$ cat src/rtl/lms_mul.sv
module lms_mul (
  input  logic        clk,
  input  logic [31:0] a,
  input  logic [31:0] b,
  output logic [63:0] prod
);

  logic [63:0] prod_r;

  always_ff @(posedge clk) begin
    prod_r <= 64'(a) * 64'(b);
  end

  assign prod = prod_r;

endmodule

$ cat config.mk
export PLATFORM = sky130hd
export DESIGN_NAME = lms_mul
export DESIGN_NICKNAME = d
export VERILOG_FILES = /design/src/rtl/lms_mul.sv
export SDC_FILE = /design/constraint.sdc
export NUM_CORES = 2
export LEC_CHECK = 0
export ABC_AREA = 1
export BUFFER_PORTS_ARGS = -buffer_cell sky130_fd_sc_hd__buf_2
export CORE_UTILIZATION = 55
export CTS_BUF_LIST = sky130_fd_sc_hd__clkbuf_16
export DETAILED_ROUTE_END_ITERATION = 12
export GPL_TIMING_DRIVEN = 0
export PLACE_DENSITY = 0.72
export SETUP_SLACK_MARGIN = 0.02
export SLEW_MARGIN = 20
export SYNTH_ARGS = -nofsm -noshare
export SYNTH_HDL_FRONTEND = slang
export SYNTH_SLANG_ARGS = --single-unit
$ cat constraint.sdc
create_clock -name clk -period 14.9 [get_ports clk]
set_input_delay 0 -clock clk [delete_from_list [all_inputs] [get_ports clk]]
set_output_delay 0 -clock clk [all_outputs]
set_load 0.05 [all_outputs]
==> Flow_metrics.wiki <==
{| class="wikitable"
! Metric !! Value
|-
| DRC violation count after routing || 0
|-
| Count of pins over their slew limit || 0
|-
| Die Area || 0.0690 mm^2
|-
| Relative area change from synthesis to final layout || 5.46%
|-
| Max FFs per register || 64
|-
| Number of optimization iterations in the first detailed-route pass || 9
|-
| Routed length on met1 || 46,000 um
|-
| Number of enable-type register cells in the synthesized netlist || 0
|-
| Critical Path Sink Type || register
|-
| Setup violation total in the final timing report || 0
|-
| Unique cell type count in the Yosys netlist || 23
|-
| Share of layout cells above drive strength 1 || 0.0404
|-
| Hold path depth || 4
|-
| Wire length on met3 || 16,800 um
|-
| Maximum number of pins on one net before global-route repair || 13
|-
| Antenna violations before repair || 3
|-
| Clock buffer count from CTS || 9
|-
| Synthesis Warnings || 0
|-
| Synthesized area per cell || 7.45 um^2
|-
| Net count after synthesis || 6,247
|-
| Worst Hold Path EP || prod[1]
|-
| Number of global-route vias before repair || 32,200
|-
| Vias after detailed routing || 31,900
|-
| Amount of wire on met2 after detailed routing || 56,100 um
|-
| Max Cap Viol || 0
|-
| CTS sink cnt || 64
|-
| Relative slew slack || 0.152
|-
| Net count reported at finish || 6,387
|-
| Largest fanout of any net on the critical path || 10
|-
| Setup repair after global routing missed its margin || no
|-
| Mapped Cells || 5,023
|-
| Routed vias/inst || 5.27
|-
| Detail Placement HPWL || 113,000 um
|-
| CP max-delay cell || clkbuf_1
|-
| Global routing usage summed across all routing layers || 0.383
|-
| Async set or reset register ratio after synthesis || 0
|-
| Synth top area share || 0.480
|-
| Routed Antenna Nets || 0
|-
| DIE HEIGHT || 263 um
|-
| Count of standard-cell rows || 95
|-
| Post-synthesis sequential area ratio || 0.0343
|-
| Mean routed wirelength per cell || 21.3 um
|-
| Classification of the worst setup path || in -> reg
|-
| Number of hold-slack violations in the final timing report || 0
|-
| Total Neg Setup Slack || 0 ps
|-
| Final period demand of the worst path || 7080 ps
|-
| Register clock-pin slew on the reported worst setup and hold paths || 60 ps
|-
| Core footprint || 0.0673 mm^2
|-
| Synthesized cell area || 0.0374 mm^2
|-
| Dominant synthesized flop cell || dfxtp_1
|-
| Die W || 263 um
|-
| Initial core utilization || 0.556
|-
| FF+latch count, synth || 64
|-
| Cell chosen for the clock root || clkbuf_16
|-
| Biggest area consumer among synthesized cells || fa_1
|-
| H-tree depth || 3
|-
| Final Cycle Share || 0.475
|-
| Dominant cells by area after synthesis || fa_1 (48%), inv_1 (17%), nand2_1 (16%), ha_1 (8.8%), dfxtp_1 (3.4%)
|-
| Hold Crit Class || in -> reg
|-
| Arrival time of the worst setup path || 7280 ps
|-
| Routability congestion estimate from global placement || 1.09
|-
| Global route total overflow || 0
|-
| Crit start category || input pin
|-
| Buffers and inverters on the worst path || 6
|-
| CTS tree || done
|-
| Most frequent cell on the critical path || fa_1
|-
| Number of setup buffers added after CTS || 0
|-
| Detailed Route WL || 129,000 um
|-
| Max Fclk || 0.141 GHz
|-
| Cells traversed along the worst timing path || buf_2 > clkbuf_1 > nand2_1 > fa_1 > inv_1 > fa_1 > inv_1 > fa_1 > inv_1 > fa_1 > fa_1 > fa_1 > fa_1 > fa_1 > ha_1 > nand2_1 > nor2_1 > inv_2 > nor2_1 > a21oi_1 > nand2_2 > nand2_1 > nand3_1 > nand2_1
|-
| Number of I/O pins || 129
|-
| Port Buf Inserts || 128
|-
| Launch instance of the worst min-delay path || b[1]
|-
| Post-route worst hold slack || 120 ps
|-
| CP Data Required Time || 15,100 ps
|-
| Worst slew pin tran || 1270 ps
|-
| Family with the most delay on the worst path || adder cells
|-
| CTS max path bufs || 2
|-
| Run status || complete, no violations
|-
| Highest signal layer in the routed design || met5
|-
| First-pass GRT wire length || 194,000 um
|-
| Initial DRC count || 3,284
|-
| Layout fillers || 6,400
|-
| Largest stage delay on the critical path || 820 ps
|}
-- cell usage after synthesis (12+ instances only) --
library cell,instances
a21oi_1,43
clkbuf_1,192
dfxtp_1,64
fa_1,896
ha_1,263
inv_1,1723
inv_2,12
nand2_1,1566
nand2_2,15
nand3_1,56
nand4_1,16
nor2_1,81
nor2_2,14
xor2_1,33
-- kinds of logic (layout without fill, tap and decap cells) --
family                     Yosys count  after routing  share of synthesized area
AOI/OAI and AO/OA                   57             57                    0.00853
adders and majority gates         1159           1159                      0.568
buffers and inverters             1927           2072                      0.193
other                                0              1                          0
DFF                                 64             64                     0.0343
xor gates and xnor gates            35             35                    0.00820
and+or+nand+nor                   1781           1781                      0.188
-- worst max path at each step --
stage | start | to | slack, ps | depth (start not counted)
2_1_floorplan | a[25] | prod[60] | 9090 | 26
3_3_place_gp | a[16] | prod[47] | 7650 | 24
3_5_place_dp | a[16] | prod[47] | 7650 | 24
4_1_cts | a[16] | prod[47] | 7960 | 24
5_1_grt | a[23] | prod[60] | 7650 | 27
6_report | b[25] | prod[47] | 7820 | 24
-- placed cells by master, fill, tap and decap left out --
master	synthesis	final
clkinv_4	0	2
ha_1	263	263
inv_1	1723	1723
o21ai_0	2	2
clkbuf_1	192	191
buf_2	0	128
a21oi_1	43	43
nand4_1	16	16
xor2_1	33	33
nand2_1	1566	1566
o21bai_2	1	1
nor2_4	6	6
diode_2	0	1
inv_2	12	12
nor3_2	6	6
nand3_1	56	56
bufinv_16	0	1
clkbuf_2	0	1
nor2_2	14	14
xnor2_1	2	2
clkinv_2	0	3
nand3_2	9	9
nand2_2	15	15
nor3_4	1	1
clkbuf_16	0	9
o21bai_1	11	11
dfxtp_1	64	64
fa_1	896	896
nor2_1	81	81
inv_6	0	1
dlygate4sd3_1	0	1
nor3_1	11	11
-- layout make-up --
| cell class | count | area [um^2] | area share |
|---|---|---|---|
| Inverter | 1735 | 6510 | 0.165 |
| Buffer | 192 | 722 | 0.0183 |
| Clock buffer | 9 | 225 | 0.00571 |
| Multi-Input combinational cell | 3032 | 28900 | 0.732 |
| Timing Repair Buffer | 129 | 651 | 0.0165 |
| Tap cell | 873 | 1090 | 0.0277 |
| Antenna cell | 1 | 2.50 | 0.0000634 |
| Sequential cell | 64 | 1280 | 0.0325 |
| Clock inverter | 7 | 71.3 | 0.00181 |
-- per-layer routing --
layer / vias up / global-route usage
li1: 13900 / -
met1: 15600 / 0.494
met2: 1876 / 0.583
met3: 445 / 0.0996
met4: 2 / 0.228
met5: - / 0
-- per-stage QoR --
stage	std cells	instance area (um^2)	util	worst slack (ps)
after floorplan	5023	37400	-	9090
after global placement	6024	39100	0.582	7650
after detailed placement	6024	39100	0.582	7650
after CTS	6041	39400	0.586	7960
after global routing	6041	39400	0.586	7650
final	6042	39400	0.586	7820
-- timing repair --
action                     CTS  global route
setup endpoints to repair    0             0
hold buffers                 1             0
gates resized for setup      0             0
hold endpoints to repair     1             0
Power is not shown: default switching activity piles up to over one toggle a cycle in this logic, so the estimate is an artifact.
