### config.mk
export PLATFORM = sky130hd
export DESIGN_NAME = lms_root
export DESIGN_NICKNAME = d
export VERILOG_FILES = /design/src/rtl/lms_root.sv
export SDC_FILE = /design/constraint.sdc
export NUM_CORES = 1
export LEC_CHECK = 0
export BUFFER_PORTS_ARGS = -buffer_cell sky130_fd_sc_hd__buf_2
export CORE_MARGIN = 1
export CORE_UTILIZATION = 45
export CTS_BUF_LIST = sky130_fd_sc_hd__clkbuf_8
export DETAILED_ROUTE_END_ITERATION = 16
export GPL_ROUTABILITY_DRIVEN = 0
export SLEW_MARGIN = 20
export SYNTH_ARGS = -nofsm -noshare
export SYNTH_HDL_FRONTEND = slang
export SYNTH_SLANG_ARGS = --single-unit
### constraint.sdc
create_clock -name clk -period 7.62 [get_ports clk]
set_clock_uncertainty 0.05 [all_clocks]
set_input_delay 0.762 -clock clk [delete_from_list [all_inputs] [get_ports clk]]
set_output_delay 0.762 -clock clk [all_outputs]
set_load 0.02 [all_outputs]
### src/rtl/lms_root.sv
module lms_root (
  input  logic        clk,
  input  logic        rst_n,
  input  logic        start,
  input  logic [61:0] radicand,
  output logic        busy,
  output logic [30:0] root
);

  logic [61:0] rem_r, rem_nxt;
  logic [62:0] res_r, res_nxt;
  logic [62:0] bit_r, bit_nxt;
  logic [63:0] trial;

  assign trial = {1'b0, res_r} + {1'b0, bit_r};

  always_comb begin
    rem_nxt = rem_r;
    res_nxt = res_r;
    bit_nxt = bit_r;
    if (start) begin
      rem_nxt = radicand;
      res_nxt = '0;
      bit_nxt = 63'(1) << 62;
    end else if (bit_r != '0) begin
      if ({2'b0, rem_r} >= trial) begin
        rem_nxt = rem_r - trial[61:0];
        res_nxt = (res_r >> 1) + bit_r;
      end else begin
        res_nxt = res_r >> 1;
      end
      bit_nxt = bit_r >> 2;
    end
  end

  always_ff @(posedge clk) begin
    if (!rst_n) begin
      bit_r <= '0;
    end else begin
      bit_r <= bit_nxt;
    end
    rem_r <= rem_nxt;
    res_r <= res_nxt;
  end

  assign busy = (bit_r != '0);
  assign root = res_r[30:0];

endmodule

==> impl_summary.txt <==
----------------------------------------------------
[Run status]
  Status ... complete, no violations

[Clock network]
  Clk pin slew, worst setup/hold paths ... 90 ps
  CTS Buf Count ... 17
  Clock Tree Buf Depth ... 2
  # H-tree levels ... 4
  Buffer type at the clock tree root ... sky130_fd_sc_hd__clkbuf_8
  Clock tree from TritonCTS ... done
  Post-CTS setup buffer count ... 0
  Post-cts gate resize count ... 0
  Latest clock arrival within the worst-skew pair ... 490 ps
  Number of buffers added to fix hold violations after cts ... 0
  Sinks on Clock Net ... 157

[Layout]
  Most common cell after layout, fill and taps aside ... sky130_fd_sc_hd__nand2_1
  Share of cells above drive strength 1 ... 0.104
  Fin area ... 0.0164 mm2
  Post-route insts no fill ... 2428
  Net count, final ... between 2000 and 2500
  Number of diodes ... 0
  Number of fill cells in the layout ... 3366
  Area growth from synthesis to final layout ... 7.17%
  Commonest non-fill, non-tap cells in the layout ... 207 x sky130_fd_sc_hd__nand2_1, 178 x sky130_fd_sc_hd__nor2_1, 129 x sky130_fd_sc_hd__o21ai_0

[Hold path]
  Hold path cells ... 2
  Class of the worst hold path ... input pin to register
  Hold Startpoint ... rst_n
  Sink of the worst hold path ... bit_r[62]

[Global route]
  Number of global-route vias before repair ... around 14000
  Initial antenna violation count ... 0
  Aggregate global-route resource usage ... 0.279
  Largest net degree at the start of global routing ... 80
  Wire length of the first global-routing pass ... 76.0 mm
  Global route total overflow ... 0

[Critical path]
  Register-to-register setup slack ... 670 ps
  Peak fanout along the critical path ... 35
  Start-to-end type of the worst setup path ... register to register
  Slowest cell delay on critical path ... 630 ps
  Most frequent cell on the critical path ... sky130_fd_sc_hd__a31oi_1
  Kind of end point of the critical path ... register
  Crit path max-delay cell type ... sky130_fd_sc_hd__a2111oi_2
  Family of cells with the greatest summed delay on the critical path ... compound AO/OA/AOI/OAI gates
  Cell-by-cell listing of the critical path ... ha_1 -> a31oi_1 -> nor3_1 -> o2111ai_1 -> a31oi_1 -> and2_1 -> a2111oi_2 -> nand2b_1 -> o21ai_0 -> a31oi_1 -> xor2_1 -> ha_1 -> nand3_1 -> nor4_1 -> a31oi_1 -> a2111oi_0 -> o21ai_1 -> o21ai_2 -> nand4b_1 -> buf_12 -> nand2_1 -> a21o_2 -> buf_12
  WP depth ... 23
  Worst Setup Start Kind ... register
  Data required time at the worst endpoint ... 7740 ps
  Destination of the worst register-to-register timing path ... rem_r[46]
  CP Data Arrival Time ... 7080 ps
  Length in cells of the worst reg-to-reg path ... 23
  R2R Path Start ... res_r[2]
  Crit path buf inv count ... 2

[Route]
  Drt first pass iters ... 7
  Number of routed nets with antenna violations ... 0
  Final wirelength ... 48.4 mm
  First-iteration detailed-routing DRC count ... 1097
  Wire length per cell ... 19.9 um
  DR DRC count ... 0
  Vias ... 15300
  Via density per instance ... roughly 6.3

[Placement]
  Number of input and output port buffers inserted ... 96
  Total instance count after detailed placement ... approximately 2400
  Placed Instance Area ... 0.0160 mm2
  Estimated wirelength of the detail-placed design ... 35.6 mm
  Placement-stage worst setup slack ... roughly 910 ps

[Timing]
  Final setup violation count ... 0
  Crit share post-route ... 0.912
  Transition time at the pin with the least slew margin ... 1040 ps
  Final hold slack ... 438 ps
  Max_slew headroom ... 0.305
  Post-layout minimum cycle time ... 6950 ps
  RSZ-0062 raised after global routing ... no
  Final setup slack of the worst path ... 667 ps
  Pins over their slew limit ... 0
  Hold violation total from the final report ... 0
  Fmax ... 144 MHz
  Setup Total Neg Slack ... 0 ps

[Synthesis]
  Number of synthesized register bits ... 157
  Fraction of synthesized cell area taken by the top area cell type ... 0.125
  Synthesis warning total ... 0
  Number of distinct library cells after synthesis ... 80
  Synthesized-area fraction occupied by and/or/nand/nor cells ... 0.209
  Area share of xor/xnor cells in the synthesized design ... 0.0700
  Post-synthesis area per instance ... ~7.8 um2
  Proportion of synthesized flip-flops having asynchronous set or reset ... 0
  Dominant register cell in the synthesized netlist ... sky130_fd_sc_hd__dfxtp_1
  Cells after Synth ... 1970
  Synth Cell Area ... 0.0153 mm2
  Largest cells by area after synthesis ... sky130_fd_sc_hd__dfxtp_1 12%, sky130_fd_sc_hd__edfxtp_1 12%, sky130_fd_sc_hd__ha_1 10%
  Post-synth EDFFs ... 62
  Register area share after synthesis ... 0.246
  Post-Synth Adder-Cell Area ... 0.105
  Complex-gate fraction of the synthesized area ... 0.301
  Proportion of synthesized area in mux cells ... 0.0103
  Post-synthesis net count ... 2163
  Cell type with the highest aggregate area in the netlist ... sky130_fd_sc_hd__dfxtp_1
  Main combinational cell family by area after synthesis ... compound AO/OA/AOI/OAI gates

[Floorplanning]
  Core Region ... 0.0334 mm2
  Die area ... 0.0347 mm2
  # IOs ... 97
  Vertical extent of the die ... 186 um
  Die Wd ... 186 um
  Starting density of the core ... 0.457
  Number of placement rows ... 67

[Job]
  MaxCap Viol Count ... 0

[Power]
  Worst VDD drop ... about 0.11 mV
  Power density over cell area ... ~220 mW/mm2
  Leak pwr ... 6.48 nW

----------------------------------------------------
## layout make-up
| cell class | count | area (um2) | area share |
|---|---|---|---|
| timing repair buffer | 131 | 837 | 0.0512 |
| clock inverter | 13 | 145 | 0.00887 |
| multi-input combinational | 1619 | 10600 | 0.650 |
| inverter | 41 | 156 | 0.00956 |
| sequential | 157 | 3760 | 0.230 |
| clock buffer | 19 | 262 | 0.0160 |
| tap | 448 | 561 | 0.0343 |
## per-stage QoR
stage / total power, mW / utilization
2_1_floorplan: 2.43 / -
3_3_place_gp: 2.85 / 0.477
3_5_place_dp: 2.86 / 0.477
4_1_cts: 3.57 / 0.489
6_report: 3.58 / 0.489
5_1_grt: 3.82 / 0.489
## cell usage after synthesis, drive strengths merged (11+ instances only)
cell type and n:
o21ai 176, mux2 14, ha 127, nor4 14, inv 40, nor2b 27, nor3 25, xor2 60
and2 21, nand2 207, a311oi 23, nand2b 15, o211ai 15, nand4 51, xnor2 62, and3 45
nand3 59, a21oi 115, a31oi 78, o21a 11, o21bai 29, a2111oi 38, edfxtp 62, a21o 65
a31o 14, o2111ai 21, nor2 179, buf 55, clkbuf 98, dfxtp 95, a211oi 31
## worst max-delay path by stage
stage                  start         to  slack [ps]
finish              res_r[2]  rem_r[46]         670
global route        res_r[2]  res_r[35]         260
CTS                 res_r[2]  rem_r[46]         770
detailed placement  res_r[2]  rem_r[61]         910
global placement    res_r[2]  rem_r[61]         950
floorplan           res_r[2]   rem_r[0]         940
## flip-flops by register name, summed over array words and instances, names as in the netlist
| signal | count |
|---|---|
| res_r | 63 |
| rem_r | 62 |
| bit_r | 32 |
## worst register-to-register path: stages (launching register included)
cell	delay, ps
sky130_fd_sc_hd__dfxtp_1	470
sky130_fd_sc_hd__ha_1	320
sky130_fd_sc_hd__a31oi_1	330
sky130_fd_sc_hd__nor3_1	130
sky130_fd_sc_hd__o2111ai_1	270
sky130_fd_sc_hd__a31oi_1	290
sky130_fd_sc_hd__and2_1	270
sky130_fd_sc_hd__a2111oi_2	630
sky130_fd_sc_hd__nand2b_1	230
sky130_fd_sc_hd__o21ai_0	140
sky130_fd_sc_hd__a31oi_1	230
sky130_fd_sc_hd__xor2_1	110
sky130_fd_sc_hd__ha_1	470
sky130_fd_sc_hd__nand3_1	210
sky130_fd_sc_hd__nor4_1	380
sky130_fd_sc_hd__a31oi_1	230
sky130_fd_sc_hd__a2111oi_0	430
sky130_fd_sc_hd__o21ai_1	150
sky130_fd_sc_hd__o21ai_2	170
sky130_fd_sc_hd__nand4b_1	240
sky130_fd_sc_hd__buf_12	240
sky130_fd_sc_hd__nand2_1	140
sky130_fd_sc_hd__a21o_2	220
sky130_fd_sc_hd__buf_12	220
## kinds of logic (layout without fill, tap and decap cells)
family                     after synthesis  after routing
DFF                                    157            157
muxes                                   14             14
and+or+nand+nor                        672            672
xor gates and xnor gates               122            122
adders and majority gates              128            128
AOI/OAI and AO/OA                      683            683
buffers and inverters                  194            204
## routing by layer
layer	up-vias	part of all wire	global-route usage	routed length (um)
li1	7402	-	-	-
met2	580	0.46	0.456	22200
met5	-	0	0	0
met4	0	0.027	0.107	1310
met3	84	0.066	0.0424	3180
met1	7203	0.45	0.370	21700
## report_power, final
group	internal (mW)	total (mW)	switching, mW
clock network	0.338	0.694	0.356
registers	1.02	1.12	0.0986
logic	0.684	1.76	1.07
No activity file was read; power rests on OpenSTA's default activity.
